File: src/design/aabbfc_pkg.sv
// Shared types and constants for the bounding-box frustum cull block.
package aabbfc_pkg;

    // Default coordinate width and fixed-point fraction bits
    localparam int COORD_WIDTH_DEF = 32;
    localparam int FRAC_BITS       = 16;

    // Box axes and configuration index width
    localparam int NUM_AXES  = 3;
    localparam int CFG_IDX_W = 2;

    // Item operation codes
    typedef enum logic [1:0] {
        OP_VERTEX = 2'd0,
        OP_PLANE  = 2'd1,
        OP_CLEAR  = 2'd2
    } t_op;

    // Configuration register indexes
    typedef enum logic [CFG_IDX_W-1:0] {
        CFG_POS_X = 2'd0,
        CFG_POS_Y = 2'd1,
        CFG_POS_Z = 2'd2
    } t_cfg_idx;

    // Box update command from the input stage
    typedef struct packed {
        logic widen;
        logic clear;
    } t_box_cmd;

    // Control that travels with a plane item through the product stage
    typedef struct packed {
        logic valid;
        logic last;
    } t_stage_ctl;

endpackage

File: src/design/aabbfc_sum.sv
// Result stage: plane distance sign, sticky cull flag and output register.
module aabbfc_sum #(
    parameter int COORD_WIDTH = 32
) (
    input  logic                                               i_clk,
    input  logic                                               i_rst_n,
    input  aabbfc_pkg::t_stage_ctl                             i_ctl,
    input  logic [aabbfc_pkg::NUM_AXES-1:0][2*COORD_WIDTH-1:0] i_prod,
    input  logic [2*COORD_WIDTH-1:0]                           i_dterm,
    input  logic                                               i_stall,
    output logic                                               o_take,
    output logic                                               o_valid,
    output logic                                               o_culled
);
    import aabbfc_pkg::*;

    localparam int SW = 2 * COORD_WIDTH + 2;

    logic [SW-1:0] plane_dist;
    logic          behind;
    logic          out_free;
    logic          take;

    logic          r_cull_seen;
    logic          r_valid;
    logic          r_culled;

    // Sum the exact plane distance and read its sign
    always_comb begin
        plane_dist = SW'($signed(i_dterm));
        for (int k = 0; k < NUM_AXES; k++) begin
            plane_dist = plane_dist + SW'($signed(i_prod[k]));
        end
        behind = plane_dist[SW-1];
    end

    // Consume a non-last plane at once; a last plane needs the output register
    assign out_free = !r_valid || !i_stall;
    assign take     = i_ctl.valid && (!i_ctl.last || out_free);

    // Collect culling over the planes of one frustum
    always_ff @(posedge i_clk) begin
        if (!i_rst_n) begin
            r_cull_seen <= 1'b0;
        end else if (take) begin
            r_cull_seen <= i_ctl.last ? 1'b0 : (r_cull_seen | behind);
        end
    end

    // Hold the result until taken
    always_ff @(posedge i_clk) begin
        if (!i_rst_n) begin
            r_valid <= 1'b0;
        end else if (out_free) begin
            r_valid <= take && i_ctl.last;
        end
    end

    always_ff @(posedge i_clk) begin
        if (out_free && take && i_ctl.last) begin
            r_culled <= r_cull_seen | behind;
        end
    end

    assign o_take   = take;
    assign o_valid  = r_valid;
    assign o_culled = r_culled;

endmodule

File: config.mk
export PLATFORM = sky130hd
export DESIGN_NAME = aabbfc_sum
export DESIGN_NICKNAME = d
export VERILOG_FILES = /design/src/design/aabbfc_pkg.sv /design/src/design/aabbfc_sum.sv
export SDC_FILE = /design/constraint.sdc
export NUM_CORES = 1
export LEC_CHECK = 0
export BUFFER_PORTS_ARGS = -buffer_cell sky130_fd_sc_hd__buf_4
export CAP_MARGIN = 10
export CELL_PAD_IN_SITES_DETAIL_PLACEMENT = 0
export CELL_PAD_IN_SITES_GLOBAL_PLACEMENT = 1
export CORE_AREA = 3 3 134 136
export CTS_BUF_LIST = sky130_fd_sc_hd__clkbuf_4 sky130_fd_sc_hd__clkbuf_8 sky130_fd_sc_hd__clkbuf_16
export DETAILED_ROUTE_END_ITERATION = 8
export DIE_AREA = 0 0 137 139
export PLACE_DENSITY = 0.88
export RECOVER_POWER = 100
export SYNTH_ARGS = -nofsm -noshare
export SYNTH_HDL_FRONTEND = slang
export SYNTH_SLANG_ARGS = --single-unit
File: constraint.sdc
create_clock -name i_clk -period 3.55 [get_ports i_clk]
set_input_delay 0.5325 -clock i_clk [delete_from_list [all_inputs] [get_ports i_clk]]
set_output_delay 0.5325 -clock i_clk [all_outputs]
set_load 0.1 [all_outputs]
Word level (Yosys, flattened, before mapping)
Cells that the tools add are included.
- register bits: 3
- add/sub/neg operators: 3
- muxes and demuxes: 1
- bitwise logic cells: 1
- reductions and logical operators: 9
- operator list (cell ; number):
    $add A65 B64 Y66 ; 1
    $add A66 B66 Y66 ; 1
    $add A64 B64 Y65 ; 1
    $logic_and A1 B1 Y1 ; 4
    $logic_not A1 Y1 ; 3
    $logic_or A1 B1 Y1 ; 2
    $mux W1 ; 1
    $or A1 B1 Y1 ; 1

Depth between registers and ports, before layout
- word-level depth: 6
- gate-level depth with buffers: 12

Worst setup path before layout
No wires, ideal clock.
- path type: input to register
- start point: input i_prod[12] (netlist name)
- end point: register r_cull_seen
- setup time: 0.067 ns
- data arrival time: 3.291 ns
- required time: 3.483 ns
- slack: 0.191 ns
- cell stages on the path: 12
- buffers on the path: 0
- cell sequence: inv_1 fa_1 fa_1 inv_1 ha_1 a21oi_1 o21ai_1 a221o_1 o311ai_1 and4bb_1 mux2i_1 o2111a_1
- longest elaborated chain between the ends: 5
- RTL lines (what ; RTL line ; source):
    start: declaration ; aabbfc_sum.sv:8 ; input logic [aabbfc_pkg::NUM_AXES-1:0][2*COORD_WIDTH-1:0] i_prod,
    $add A64 B64 Y65 ; aabbfc_sum.sv:32 ; plane_dist = plane_dist + SW'($signed(i_prod[k]));
    $add A65 B64 Y66 ; aabbfc_sum.sv:32 ;
    $add A66 B66 Y66 ; aabbfc_sum.sv:32 ;
    $or A1 B1 Y1 ; aabbfc_sum.sv:46 ; r_cull_seen <= i_ctl.last ? 1'b0 : (r_cull_seen | behind);
    $mux W1 ; aabbfc_sum.sv:46 ;
    end signal: assignment ; aabbfc_sum.sv:46 ;
    end: declaration ; aabbfc_sum.sv:24 ; logic r_cull_seen;
Every way passes these cells.
A chain may end at the register's enable or synchronous reset.

Worst setup path after layout
- start point: input i_prod[66] (netlist name)
- end point: register r_cull_seen
- longest elaborated chain between the ends: 4
- RTL lines (what ; RTL line):
    $add A65 B64 Y66 ; aabbfc_sum.sv:32
    $add A66 B66 Y66 ; aabbfc_sum.sv:32
    $or A1 B1 Y1 ; aabbfc_sum.sv:46
    $mux W1 ; aabbfc_sum.sv:46
Every way passes these cells.

==> impl_metrics.ini <==
[flow_run]
cap_violations = 0

[timing]
fin_skew_ns = 0.000136
fin_crit_sh_pct = 96.5
tightest_slew_ns = 1.28
fmax_mhz = 292
finalSetupViolCount = 0
worst_slack_ns = 0.125
hold_viol = 0
finalHoldWorstSlack_ns = 0.481
fin_crit_ns = 3.42
slew_headroom_pct = 15.2
drv_slew = 0
rsz0062_at_grt = no

[routing]
wl_um = 13300
vias_per_cell = 4.06
final_antenna_net_count = 0
first_iter_violations = 76
drc = 0
wl_per_cell_um = 11.9
first_pass_iters = 4
vias = 4524

[cts]
cts_sinks = 3
clockBufferDepth = 2
cts_tree = built
clk_pin_slew_ns = 0.03
cts_buffers = 3
root_buffer = clkbuf_16
ctsHtreeMaxLevel = 1
clkLatencyLatePin_ns = 0.22

[logic_synthesis]
synth_top_area_share_pct = 49.1
synth_top_area_cell = fa_1
syn_nets = 1060
ys.flop_type = dfxtp_1
ys_seq_area_share_pct = 1.34
synth_cell_types = 37
async_flop_share_pct = 0
synth_edf_count = 1
syn_area_um2 = 5220
synthCells = 608
syn_avg_cell_area_um2 = 8.58
yosysMostFrequentCell = inv_1
synth_area_leaders = fa_1 (49%), inv_1 (22%), ha_1 (15%), a21oi_1 (2.4%), nand2_1 (1.4%)
ys_seq_elements = 3
ys_warn_count = 0
yosys-top-cells-count = inv_1 (307), fa_1 (128), ha_1 (63)

[die]
rows = 48
num_io_pins = 264
die_w_um = 137
floorplan.die.height_um = 139
start_util_pct = 30.6
die_area_um2 = 19000
coreArea_um2 = 17100

[global_route]
grt_pass1_vias = 5049
grt_max_degree = 4
grt_overflow_total = 0
grt_usage_pct = 13.9
grt_pass1_wl_um = 21600
antenna_found_initial = 0

[worst_setup_path]
path_common_cell = inv_1
max_stage_delay_ns = 0.57
worstPathMaxFanout = 2
crit_required_ns = 3.71
worst_path_max_delay_cell = fa_1
end_kind = flip-flop
startpoint_type = primary input
crit_arrival_ns = 3.59
criticalPathCategory = primary input to flip-flop
crit_path_cell_trace = buf_4 > inv_1 > fa_2 > fa_1 > inv_1 > ha_1 > or3_1 > o22ai_1 > nor4_4 > o311ai_2 > and4bb_1 > mux2i_1 > o2111a_1

[power]
totalPowerFinal_mw = 1.78
p_leak_nw = 4.68
power_density_nw_per_um2 = 230
ir_drop_uv = 97.9

[placement]
dp_hpwl_um = 12900
post-place-ws_ns = -0.333
placed_cells = 1111
gp_congestion = 0.769
port_buffers = 263

[cells_and_area]
drive_gt1_share_pct = 33.4
syn_to_final_growth_pct = 48.6
diodes = 0
fin_nets = 1343
final_cells = 1115
final_core_util_pct = 45.4

[run_status]
status = finished, final reports clean

[min_path]
hp-class = flip-flop to flip-flop
[power by group]
| part | switching (mW) | internal (mW) |
|---|---|---|
| logic | 0.775 | 0.775 |
| clock network | 0.0293 | 0.156 |
| registers | 0.00322 | 0.0444 |
| total | 0.807 | 0.975 |
[final cells by class]
class                   count  area (um2)
fillers                  1683        9310
multi-input cells         298        4090
repair buffers            278        2080
inverters                 307        1150
well taps                 225         282
clock buffers               4        82.6
flip-flops and latches      3        70.1
[final timing paths]
kind,startpoint,endpoint,slack [ns],cells after the start
hold reg to reg,o_valid$_SDFFE_PN0P_,o_valid$_SDFFE_PN0P_,0.48,2
hold / removal,o_valid$_SDFFE_PN0P_,o_valid$_SDFFE_PN0P_,0.48,2
setup reg to reg,o_valid$_SDFFE_PN0P_,o_culled$_DFFE_PP_,2.45,3
setup / recovery,i_prod[66],r_cull_seen$_SDFFE_PN0P_,0.13,13
[metrics by stage]
step / area [um2] / TNS, ns
final: 7750 / 0
after detailed placement: 7580 / -0.622
after CTS: 7680 / 0
after floorplan: 5220 / 0
after global placement: 7580 / -0.585
after global routing: 7750 / 0
[layout by cell type (no fill, tap or decap), types with 2 or more instances in the layout]
cell	n
inv_1	306
buf_4	274
fa_1	127
ha_1	60
a21oi_1	22
nand2_1	20
nand4_1	10
o21ai_0	7
nand3_1	6
nor2_1	5
a21o_1	3
a21oi_2	3
ha_4	3
clkbuf_16	3
clkbuf_1	3
nor4_4	2
a22oi_1	2
a211oi_1	2
a221o_1	2
clkbuf_4	2
dfxtp_1	2
[registers in the layout, indices dropped and copies added, names as in the netlist]
signal	count
r_cull_seen	1
o_culled	1
o_valid	1
[worst max-delay path, delay by kind of cell]
kind | cells | cell delay, ns
multiplexers | 1 | 0.22
AND/OR/NAND/NOR | 3 | 0.71
AO/OA/AOI/OAI | 3 | 0.66
buffers and inverters | 3 | 0.23
adder cells (fa/ha/maj) | 3 | 1.24
[logic make-up (layout without fill, tap and decap cells)]
logic type | count (synthesis) | after routing | share of synthesized area (%)
buffers and inverters | 307 | 589 | 22.1
adders and majority gates | 191 | 191 | 64.3
and+or+nand+nor | 53 | 53 | 5.88
AOI/OAI and AO/OA | 52 | 52 | 6.07
DFF | 3 | 3 | 1.34
xor gates and xnor gates | 1 | 1 | 0.168
muxes | 1 | 1 | 0.192
[routing by layer]
layer / part of all wire (%) / up-vias / routed length [um] / track usage, %
li1: - / 2265 / - / -
met1: 37 / 2084 / 4840 / 15.8
met2: 54 / 161 / 7150 / 27.1
met3: 8.4 / 14 / 1120 / 2.76
met4: 1.1 / 0 / 144 / 1.94
met5: 0 / - / 0 / 0
[what timing repair did]
item	in CTS	in global routing
endpoints found under the setup margin	2	2
hold buffers	0	0
pin swaps	7	12
resized for setup	3	12
setup buffers	0	0
No activity file was read; power rests on OpenSTA's default activity.
