## config.mk

```make
export PLATFORM = sky130hd
export DESIGN_NAME = aabbfc_box
export DESIGN_NICKNAME = d
export VERILOG_FILES = /design/src/design/aabbfc_pkg.sv /design/src/design/aabbfc_box.sv
export SDC_FILE = /design/constraint.sdc
export NUM_CORES = 1
export LEC_CHECK = 0
export ABC_AREA = 1
export BUFFER_PORTS_ARGS = -buffer_cell sky130_fd_sc_hd__buf_2
export CORE_MARGIN = 8
export CORE_UTILIZATION = 25
export DETAILED_ROUTE_END_ITERATION = 10
export PLACE_DENSITY_LB_ADDON = 0.05
export SLEW_MARGIN = 15
export SYNTH_ARGS = -nofsm -noshare
export SYNTH_HDL_FRONTEND = slang
export SYNTH_SLANG_ARGS = --single-unit
```

## constraint.sdc

```tcl
create_clock -name i_clk -period 2.9 [get_ports i_clk]
set_input_delay 0.58 -clock i_clk [delete_from_list [all_inputs] [get_ports i_clk]]
set_output_delay 0.58 -clock i_clk [all_outputs]
set_load 0.05 [all_outputs]
```

## src/design/aabbfc_pkg.sv

```systemverilog
// Shared types and constants for the bounding-box frustum cull block.
package aabbfc_pkg;

    // Default coordinate width and fixed-point fraction bits
    localparam int COORD_WIDTH_DEF = 32;
    localparam int FRAC_BITS       = 16;

    // Box axes and configuration index width
    localparam int NUM_AXES  = 3;
    localparam int CFG_IDX_W = 2;

    // Item operation codes
    typedef enum logic [1:0] {
        OP_VERTEX = 2'd0,
        OP_PLANE  = 2'd1,
        OP_CLEAR  = 2'd2
    } t_op;

    // Configuration register indexes
    typedef enum logic [CFG_IDX_W-1:0] {
        CFG_POS_X = 2'd0,
        CFG_POS_Y = 2'd1,
        CFG_POS_Z = 2'd2
    } t_cfg_idx;

    // Box update command from the input stage
    typedef struct packed {
        logic widen;
        logic clear;
    } t_box_cmd;

    // Control that travels with a plane item through the product stage
    typedef struct packed {
        logic valid;
        logic last;
    } t_stage_ctl;

endpackage

```

## src/design/aabbfc_box.sv

```systemverilog
// Bounding-box extremes: widened by vertex items, emptied by clear items.
module aabbfc_box #(
    parameter int COORD_WIDTH = 32
) (
    input  logic                                           i_clk,
    input  logic                                           i_rst_n,
    input  aabbfc_pkg::t_box_cmd                           i_cmd,
    input  logic [aabbfc_pkg::NUM_AXES-1:0][COORD_WIDTH-1:0] i_vert,
    output logic [aabbfc_pkg::NUM_AXES-1:0][COORD_WIDTH-1:0] o_min,
    output logic [aabbfc_pkg::NUM_AXES-1:0][COORD_WIDTH-1:0] o_max
);
    import aabbfc_pkg::*;

    localparam logic [COORD_WIDTH-1:0] MAXV = {1'b0, {(COORD_WIDTH-1){1'b1}}};
    localparam logic [COORD_WIDTH-1:0] MINV = {1'b1, {(COORD_WIDTH-1){1'b0}}};

    logic [NUM_AXES-1:0][COORD_WIDTH-1:0] r_min;
    logic [NUM_AXES-1:0][COORD_WIDTH-1:0] r_max;
    logic [NUM_AXES-1:0][COORD_WIDTH-1:0] n_min;
    logic [NUM_AXES-1:0][COORD_WIDTH-1:0] n_max;

    // Pick the new extremes per axis
    always_comb begin
        for (int k = 0; k < NUM_AXES; k++) begin
            n_min[k] = r_min[k];
            n_max[k] = r_max[k];
            if (i_cmd.clear) begin
                n_min[k] = MAXV;
                n_max[k] = MINV;
            end else if (i_cmd.widen) begin
                if ($signed(i_vert[k]) < $signed(r_min[k])) begin
                    n_min[k] = i_vert[k];
                end
                if ($signed(i_vert[k]) > $signed(r_max[k])) begin
                    n_max[k] = i_vert[k];
                end
            end
        end
    end

    // Hold the box; reset leaves it empty
    always_ff @(posedge i_clk) begin
        if (!i_rst_n) begin
            for (int k = 0; k < NUM_AXES; k++) begin
                r_min[k] <= MAXV;
                r_max[k] <= MINV;
            end
        end else begin
            r_min <= n_min;
            r_max <= n_max;
        end
    end

    assign o_min = r_min;
    assign o_max = r_max;

endmodule

```

# ---- Yosys cells after proc, flatten, opt, wreduce, memory -nomap -nowiden
# Cells that the tools add are included.
dict set report word_totals {
  reg_bits 192
  output_inout_bits 192
  inputBits 100
}
dict set report op_classes {
  bitwise_logic 1
  n_lt_le_gt_ge 6
  n_reduce_logical 7
}
# cell count
set op_table {}
lappend op_table {{greater-than comparator 32 bit} 3}
lappend op_table {{< comparator 32 bit} 3}
lappend op_table {{AND reduction 2 bit} 6}
lappend op_table {{OR reduction 2 bit} 1}
lappend op_table {{NOT 1 bit} 1}

# ---- Logic depth before layout (Yosys ltp)
# Gate-level depths: netlist (run 1).
dict set report depth {
  depth_word 2
  depth_mapped 17
  depth_no_buf 16
}

# ---- Worst setup path before layout (run 1)
# Ideal clock, no wire load.
dict set report synth_timing {
  path_type {flip-flop to flip-flop}
  startpoint {register r_max (netlist bit o_max[31])}
  endpoint {register r_max (netlist bit o_max[22])}
  path_stages_with_launch 15
  arrival_ps 2307
  path_slack_ps 479
  n_path_buf 1
  path_cell_list {dfxtp_1 > inv_1 > ha_1 > nand2_1 > nor2_1 > nand2_1 > nor4b_2 > nand2_1 > nand2_1 > nand2_1 > inv_1 > nor2_4 > buf_4 > nor2_1 > nor2_1}
}
dict set report synth_via {
  elab_chain_len 2
}
# item line_no
set synth_lines {}
lappend synth_lines {{start, declared} aabbfc_box.sv:18} ;# logic [NUM_AXES-1:0][COORD_WIDTH-1:0] r_max;
lappend synth_lines {{start signal, assigned} aabbfc_box.sv:50} ;# r_max <= n_max;
lappend synth_lines {{greater-than comparator 32 bit} aabbfc_box.sv:34} ;# if ($signed(i_vert[k]) > $signed(r_max[k])) begin
lappend synth_lines {{AND reduction 2 bit (no source line)} n/a}
# Every way passes these cells.
# A chain may end at the register's enable or synchronous reset.

# ---- Worst setup path in the final report (run 1)
dict set report layout_timing {
  startpoint {register r_max (netlist bit o_max[27])}
  endpoint {register r_max (netlist bit o_max[25])}
}
# Same word-level chain as after synthesis.

==> results.py, run 1 <==
metrics = {
    "placement": {
        "io_buffers": 291,
        "post-place-ws_ps": 132,
        "place.gp.congestion": 0.764,
        "place_hpwl_um": 36700,
    },
    "pwr": {
        "powerDensity_nw_per_um2": 503,
        "ir_drop_uv": 383,
        "leakage_nw": 8.81,
    },
    "timing": {
        "hold_viol_final": 0,
        "skew_ps": 11.9,
        "finalSetupViolations": 0,
        "fin_tns_setup_ps": 0,
        "slew_violations": 0,
        "relSlewSlack_pct": 58.1,
        "tightestPinTransition_ps": 627,
        "layout_setup_ws_ps": 428,
        "fmax_ghz": 0.405,
        "fin_crit_ps": 2470,
        "rsz0062_at_grt": "false",
        "timing.final.crit_share_pct": 85.2,
    },
    "floorplan": {
        "boundaryPins": 292,
        "die_x_um": 243,
        "die_y_um": 243,
        "initial_core_util_pct": 25.2,
        "coreArea_um2": 51200,
        "fp-row-count": 83,
        "die_area_um2": 59100,
    },
    "worst_setup_path": {
        "worstPathMaxFanout": 20,
        "critPathKind": "reg -> reg",
        "max_stage_delay_ps": 400,
        "startpoint_type": "register",
        "crit_slowest_cell": "dfxtp_1",
        "required_ps": 3280,
        "arrival_ps": 2850,
        "worstPathCellList": "inv_1 > ha_1 > nand2_1 > nor2_1 > nand2_1 > nor4b_2 > buf_4 > nand2_1 > nand3_2 > buf_4 > nand4_1 > nand2_1 > nor2_1",
        "cp-end-kind": "register",
        "cp_common_cell": "nand2_1",
    },
    "clocking": {
        "cts.root.buffer_cell": "clkbuf_16",
        "ctsHoldBuffers": 0,
        "cts.sinks": 192,
        "cts_buffer_depth": 2,
        "clk_pin_slew_ps": 80,
        "cts_tree": "yes",
        "cts_buffers": 17,
        "clock_latency_ps": 490,
        "post_cts_buffers": 0,
        "ctsResizeCount": 0,
        "htreeDepth": 4,
    },
    "outcome": {
        "status": "complete, no violations",
    },
    "final_layout": {
        "most-common-layout-cells": "nand2_1 (404), inv_1 (359), buf_2 (290)",
        "drive_above_1_share_pct": 17.2,
        "area_growth_pct": 23.4,
        "fin_nets": 2474,
        "final_common_cell": "nand2_1",
        "nFillCells": 5701,
    },
    "logic_synthesis": {
        "synth-seq-cells": 192,
        "syn_area_um2": 12900,
        "synth_top_area_cell": "dfxtp_1",
        "postSynthCellCount": 1921,
        "yosys.area.top_type_share_pct": 29.8,
        "seq_area_frac_synth_pct": 29.8,
        "synth_cell_types": 21,
        "synth_area_per_cell_um2": 6.71,
        "yosys_warnings": 0,
        "synth_area_leaders": "dfxtp_1 (30%), ha_1 (18%), nand2_1 (12%), inv_1 (10%), nand4_1 (9.5%)",
        "synthesis.nets": 2210,
    },
    "detailed_routing": {
        "routedWlPerCell_um": 17.0,
        "vias": 13000,
        "dr.pass1.iters": 5,
        "drcViolationCount": 0,
        "vias_per_cell": 4.52,
        "ant_nets": 0,
        "finalWirelength_um": 48900,
        "drtIter0Drc": 614,
    },
    "global_routing": {
        "antenna_found_initial": 1,
        "grt_util_met3_pct": 3.83,
        "top_usage_layer": "met2",
        "grt_pass1_wl_um": 76500,
        "grt.met2_usage_pct": 27.2,
        "first_global_vias": 12800,
        "grt_max_degree": 80,
        "grtUsageTotal_pct": 16.4,
        "grt_use_met1_pct": 21.0,
        "grt_overflow_total": 0,
    },
    "min_path": {
        "hp-class": "in -> reg",
    },
    "job": {
        "maxCapViolCount": 0,
    },
}
## area by class of cell
class                      instances  area [µm²]  area share (%)
multi-input combinational       1275        7340            46.1
sequential                       192        3840            24.2
timing repair buffer             340        1930            12.1
inverter                         359        1350            8.47
tap                              680         851            5.35
clock buffer                      22         464            2.92
clock inverter                    10         135           0.849
antenna                            1        2.50          0.0157
## state kept, by name (all words and copies together), names as in the netlist
name and count:
o_max 96, o_min 96
## final timing paths
path / startpoint / to / slack (ps) / depth (start not counted)
worst max-delay path: o_max[27] / o_max[25] / 430 / 13
worst min-delay path: i_vert[31] / o_max[31] / 350 / 3
worst max register to register: o_max[27] / o_max[25] / 430 / 13
worst min register to register: o_min[30] / o_min[30] / 480 / 2
## worst max-delay path: cells and delay by family, from the launching register on
kind                       cells  cell delay [ps]
and+or+nand+nor                9             1160
buffers and inverters          3              510
DFF                            1              400
adders and majority gates      1              280
## power breakdown
part           internal [W]  switching [W]  leakage, nW
logic              0.000736        0.00176         6.94
clock network       0.00140        0.00119        0.294
registers           0.00278       0.000128         1.57
total               0.00492        0.00308         8.81
## Yosys cell counts (all sizes together)
library cell  count
a21oi            96
nor3             11
nor4b             1
buf              22
nand2           404
clkbuf           73
inv             359
nand3b            2
nand3           123
o21ai            27
nor2            219
nand4           196
a41oi             2
o21a              3
ha              189
nor3b             1
nor4              1
dfxtp           192
## metrics by stage
stage               power, W  cells  cell area, µm²  hold WS, ps  util (%)
detailed placement   0.00551   2846           15300          467      29.9
CTS                  0.00818   2878           15900          299      31.1
global placement     0.00550   2846           15300          462      29.9
finish               0.00800   2879           15900          350      31.1
floorplan            0.00465   1921           12900          693         -
global route         0.00855   2879           15900          334      31.1
## logic make-up (layout without fill, tap and decap cells)
logic type / Yosys count / count (layout) / synth area share [%]
buf+inv: 454 / 731 / 13.5
compound gates: 128 / 128 / 5.08
other cells: 0 / 1 / 0
simple gates: 958 / 958 / 33.3
fa+ha+maj: 189 / 189 / 18.3
flops: 192 / 192 / 29.8
## layer usage
metal | wire length [µm] | vias up
met1 | 23200 | 6022
met2 | 22800 | 216
li1 | - | 6744
met4 | 732 | 0
met3 | 2200 | 35
met5 | 0 | -
(Power assumes the default switching activity.)
==> run 2: changes to the inputs <==
- CORE_ASPECT_RATIO: not set -> 1.5
==> run 2 against run 1 <==
  * Cell count stayed put
  * Utilization is 0.096 points lower
  * Register-to-register slack better by 60 ps
  * Clock-buffer cell count is 2 higher
  * Clock power is 2% lower
  * Highest routed layer is now met5
  * Fmax is 2.5% higher
  * Non-clock buffer count is 4 higher
==> results.py, run 2 (synthesis results as in run 1) <==
metrics = {
    "outcome": {
        "status": "complete, no violations",
    },
    "clocking": {
        "cts_tree": "yes",
        "htreeDepth": 4,
        "cts_buffer_depth": 2,
        "cts_buffers": 17,
        "clk_pin_slew_ps": 80,
        "ctsHoldBuffers": 0,
        "ctsResizeCount": 0,
        "clock_latency_ps": 460,
        "cts.root.buffer_cell": "clkbuf_16",
        "post_cts_buffers": 0,
        "cts.sinks": 192,
    },
    "min_path": {
        "worstHoldStart": "i_vert[31]",
        "hp-class": "in -> reg",
        "min_to": "o_max[31]",
        "min_path_cells": 3,
    },
    "global_routing": {
        "grt_overflow_total": 0,
        "grtUsageTotal_pct": 16.7,
        "grt_max_degree": 110,
        "grt_pass1_wl_um": 77600,
        "first_global_vias": 13000,
        "antenna_found_initial": 4,
    },
    "worst_setup_path": {
        "critPathBufInv": 2,
        "rrSetupSlack_ps": 490,
        "required_ps": 3260,
        "worstPathMaxFanout": 13,
        "cp.depth": 12,
        "r2r-end": "o_max[13]",
        "worstPathCellList": "inv_1 > ha_1 > nand2_1 > nor2_1 > nand2_1 > nor4_1 > a21oi_2 > nand2_1 > nor2_4 > buf_4 > nor2_1 > nor2_1",
        "max_stage_delay_ps": 530,
        "cp-end-kind": "register",
        "crit_slowest_cell": "nor4_1",
        "critPathKind": "reg -> reg",
        "critical_path.top_delay_family": "simple AND/OR/NAND/NOR gates",
        "startpoint_type": "register",
        "reg2regPathDepth": 12,
        "r2r_start": "o_max[15]",
        "arrival_ps": 2770,
    },
    "timing": {
        "skew_ps": 13.4,
        "tightestPinTransition_ps": 664,
        "timing.final.crit_share_pct": 83.2,
        "fmax_ghz": 0.415,
        "hold_viol_final": 0,
        "slew_violations": 0,
        "finalSetupViolations": 0,
        "rsz0062_at_grt": "false",
        "fin_tns_setup_ps": 0,
        "relSlewSlack_pct": 55.3,
        "fin_crit_ps": 2410,
    },
    "floorplan": {
        "boundaryPins": 292,
        "coreArea_um2": 51300,
        "die_area_um2": 59300,
        "initial_core_util_pct": 25.1,
        "fp-row-count": 102,
        "die_y_um": 294,
        "die_x_um": 201,
    },
    "placement": {
        "io_buffers": 291,
        "place_hpwl_um": 38500,
        "place.gp.congestion": 0.772,
        "place_area_um2": 15300,
    },
    "detailed_routing": {
        "vias": 13100,
        "dr.pass1.iters": 6,
        "ant_nets": 0,
        "finalWirelength_um": 50100,
        "drcViolationCount": 0,
        "drtIter0Drc": 490,
        "routedWlPerCell_um": 17.4,
        "vias_per_cell": 4.54,
    },
    "job": {
        "maxCapViolCount": 0,
    },
    "final_layout": {
        "drive_above_1_share_pct": 17.3,
        "fin_area_um2": 15900,
        "fin_nets": 2478,
        "most-common-layout-cells": "nand2_1 (404), inv_1 (359), buf_2 (290)",
        "final_common_cell": "nand2_1",
        "area_growth_pct": 23.3,
    },
    "pwr": {
        "ir_drop_uv": 385,
        "leakage_nw": 8.81,
        "totalPowerFinal_w": 0.00795,
        "powerDensity_nw_per_um2": 500,
    },
}
## run 2: cell type report
type | count | area [µm²]
Antenna cell | 1 | 2.50
Clock buffer | 24 | 492
Clock inverter | 8 | 104
Fill cell | 5877 | 35400
Inverter | 359 | 1350
Multi-Input combinational cell | 1275 | 7340
Sequential cell | 192 | 3840
Tap cell | 676 | 846
Timing Repair Buffer | 344 | 1920
## run 2: power by group
part / internal [W] / switching, W
registers: 0.00278 / 0.000124
clock network: 0.00137 / 0.00117
logic: 0.000737 / 0.00177
total: 0.00489 / 0.00306
## run 2: tightest hold or removal path: stages
cell	delay [ps]
buf_2	120
nand2_1	60
nand3_1	60
## run 2: through the flow
stage | utilization [%] | setup WS (ps) | cells | hold WS, ps
4_1_cts | 31.0 | 437 | 2878 | 342
6_report | 31.0 | 489 | 2879 | 383
3_5_place_dp | 29.8 | 140 | 2846 | 465
2_1_floorplan | - | 479 | 1921 | 693
3_3_place_gp | 29.8 | 35.9 | 2846 | 461
5_1_grt | 31.0 | 203 | 2878 | 386
## run 2: per-layer routing
metal  up-vias  routed length [µm]  track usage (%)
met5         -                  26                0
met4         4                 857             4.75
met3        34                2760             4.67
met2       256               25200             29.5
met1      6022               21300             19.3
li1       6753                   -                -
## run 2: how the worst max path moves through the flow
| stage | start | to |
|---|---|---|
| after global placement | i_vert[15] | o_max[12] |
| final | o_max[15] | o_max[13] |
| after CTS | o_max[15] | o_max[14] |
| after floorplan | o_max[31] | o_max[22] |
| after global routing | o_min[49] | o_min[32] |
| after detailed placement | i_vert[15] | o_max[13] |
==> run 3: changes to the inputs <==
- ABC_AREA: 1 -> 0
- clock period: 2.9 -> 2.25 ns (I/O delays scaled with it)
==> run 3 against run 2 <==
  * The flow now finishes with violations (setup timing)
  * Non-clock buffer count rose by 387
  * Cell count is 14% lower
  * Critical endpoint is now o_max[94]
  * Clock power grew 20%
  * Sequential share of layout area is 2.0 points lower
  * Die area shrank 14%
==> results.py, run 3 <==
metrics = {
    "worst_setup_path": {
        "required_ps": 2660,
        "worstPathMaxFanout": 6,
        "arrival_ps": 2990,
        "rrSetupSlack_ps": -330,
        "critPathKind": "reg -> reg",
        "startpoint_type": "register",
        "cp-startpoint": "o_max[74]",
        "cp-end-kind": "register",
        "reg2regPathDepth": 11,
        "r2r-end": "o_max[94]",
        "r2r_start": "o_max[74]",
    },
    "final_layout": {
        "fin_area_um2": 19200,
        "fin_nets": 2162,
        "nFillCells": 4436,
        "final_common_cell": "buf_4",
        "drive_above_1_share_pct": 61.0,
        "most-common-layout-cells": "buf_4 (373), buf_2 (291), inv_1 (148)",
        "post-route-util_pct": 44.1,
        "area_growth_pct": 75.7,
    },
    "pwr": {
        "p_int_w": 0.00609,
        "totalPowerFinal_w": 0.00924,
        "ir_drop_uv": 504,
        "power_frac_clock_pct": 33.1,
        "comb_power_share_pct": 28.8,
        "powerDensity_nw_per_um2": 482,
        "seqPwrFrac_pct": 38.1,
        "leakage_nw": 9.14,
        "p_sw_w": 0.00315,
        "switching_share_pct": 34.0,
    },
    "floorplan": {
        "coreArea_um2": 43500,
        "die_y_um": 272,
        "die_x_um": 187,
        "boundaryPins": 292,
        "die_area_um2": 50800,
        "fp-row-count": 94,
        "initial_core_util_pct": 25.1,
    },
    "timing": {
        "layout_setup_ws_ps": -329,
        "tightestPinTransition_ps": 548,
        "relSlewSlack_pct": 63.4,
        "finalSetupViolations": 190,
        "skew_ps": 13.0,
        "hold_viol_final": 0,
        "timing.final.crit_share_pct": 115,
        "fmax_ghz": 0.388,
        "fin_crit_ps": 2580,
        "rsz0062_at_grt": "true",
        "slew_violations": 0,
    },
    "detailed_routing": {
        "routedWlPerCell_um": 18.4,
        "vias": 11300,
        "drcViolationCount": 0,
        "vias_per_cell": 4.58,
        "dr.pass1.iters": 4,
        "ant_nets": 0,
        "finalWirelength_um": 45500,
        "drtIter0Drc": 306,
    },
    "placement": {
        "io_buffers": 291,
        "place_area_um2": 16700,
        "place.gp.congestion": 0.788,
        "place_hpwl_um": 34000,
    },
    "global_routing": {
        "antenna_found_initial": 6,
        "grt_overflow_total": 0,
        "grt_max_degree": 28,
        "grtUsageTotal_pct": 17.7,
        "grt_pass1_wl_um": 69900,
        "first_global_vias": 12400,
    },
    "clocking": {
        "ctsHoldBuffers": 0,
        "cts_buffers": 17,
        "cts_tree": "yes",
        "clock_latency_ps": 470,
        "cts.sinks": 192,
        "cts_buffer_depth": 2,
        "cts.root.buffer_cell": "clkbuf_16",
        "htreeDepth": 4,
        "clk_pin_slew_ps": 80,
    },
    "logic_synthesis": {
        "synth_area_leaders": "dfxtp_1 (35%), ha_1 (22%), a22o_1 (7.2%), o22a_1 (7.2%), inv_1 (6.9%)",
        "postSynth.asyncResetShare_pct": 0,
        "synth-edff-count": 0,
        "yosys_warnings": 0,
        "postSynthCellCount": 1163,
        "yosys.area.top_type_share_pct": 35.2,
        "synthesis.nets": 1452,
        "seq_area_frac_synth_pct": 35.2,
        "synthTopCellsByCount": "inv_1 (201), dfxtp_1 (192), ha_1 (189), a22o_1 (90), o22a_1 (90)",
        "synth-seq-cells": 192,
        "syn_area_um2": 10900,
        "synth_cell_types": 61,
        "synth_flop_cell": "dfxtp_1",
        "synth_area_per_cell_um2": 9.39,
        "synth_top_area_cell": "dfxtp_1",
        "yosysMostFrequentCell": "inv_1",
    },
    "min_path": {
        "worstHoldStart": "i_vert[87]",
        "hp-class": "in -> reg",
        "min_to": "o_max[87]",
        "min_path_cells": 2,
    },
    "outcome": {
        "violations": "setup timing",
        "status": "complete, but fails checks",
    },
    "job": {
        "maxCapViolCount": 0,
    },
}
==> run 3: stage by stage <==
stage	hold slack (ps)	TNS [ps]	cells	setup WS (ps)
floorplan	550	-25700	1163	-265
global placement	470	-106610	2365	-686
detailed placement	475	-107630	2365	-667
CTS	192	-41940	2457	-303
global route	217	-63000	2463	-422
finish	236	-39910	2466	-329
==> run 3: final cells by class <==
| class | instances | area (µm²) | area share (%) |
|---|---|---|---|
| diodes | 4 | 10.0 | 0.0522 |
| multi-input cells | 730 | 7550 | 39.4 |
| inverters | 201 | 769 | 4.01 |
| flip-flops and latches | 192 | 4260 | 22.2 |
| clock inverters | 15 | 129 | 0.672 |
| repair buffers | 731 | 5320 | 27.7 |
| well taps | 576 | 721 | 3.76 |
| clock buffers | 17 | 425 | 2.22 |
==> run 3: worst max path at each step <==
stage / slack [ps] / end / cells after the start
floorplan: -260 / o_min[21] / 12
global placement: -690 / o_max[1] / 11
detailed placement: -670 / o_max[22] / 11
CTS: -300 / o_max[89] / 10
global route: -420 / o_max[71] / 11
finish: -330 / o_max[94] / 11
==> run 3: power groups by stage <==
stage,sequential (W),combinational [W],clock [W]
after floorplan,0.00402,0.000826,0
after global placement,0.00360,0.00226,0
after detailed placement,0.00360,0.00227,0
after CTS,0.00352,0.00261,0.00321
after global routing,0.00354,0.00290,0.00333
final,0.00352,0.00266,0.00306
==> run 3: critical path: stages (launching register included) <==
cell,delay (ps)
dfxtp_4,360
inv_4,30
ha_4,210
and3_4,160
o21ai_2,140
a21oi_2,70
o41a_1,470
or4_4,460
a21oi_4,190
buf_12,150
clkbuf_16,150
a22o_1,130
==> run 3: cell families after synthesis <==
kind of cell | after synthesis | share of synthesized area (%)
buffers and inverters | 241 | 8.95
multiplexers | 4 | 0.367
adder cells (fa/ha/maj) | 189 | 21.7
flip-flops | 192 | 35.2
AND/OR/NAND/NOR | 166 | 8.08
XOR/XNOR | 2 | 0.160
AO/OA/AOI/OAI | 369 | 25.6
==> run 3: metal layers <==
layer | part of all wire [%] | global-route usage (%) | up-vias
met3 | 4.2 | 4.01 | 36
met1 | 39 | 18.9 | 5351
met4 | 1.8 | 5.53 | 6
met5 | 0.079 | 0 | -
met2 | 55 | 33.9 | 223
li1 | - | - | 5682
==> run 3: timing repair <==
item / CTS / global route
pin swaps: 76 / 71
buffers inserted: 45 / 13
setup endpoints to repair: 192 / 192
resized for setup: 182 / 68
gates cloned: 19 / 4
hold endpoints to repair: 0 / 0
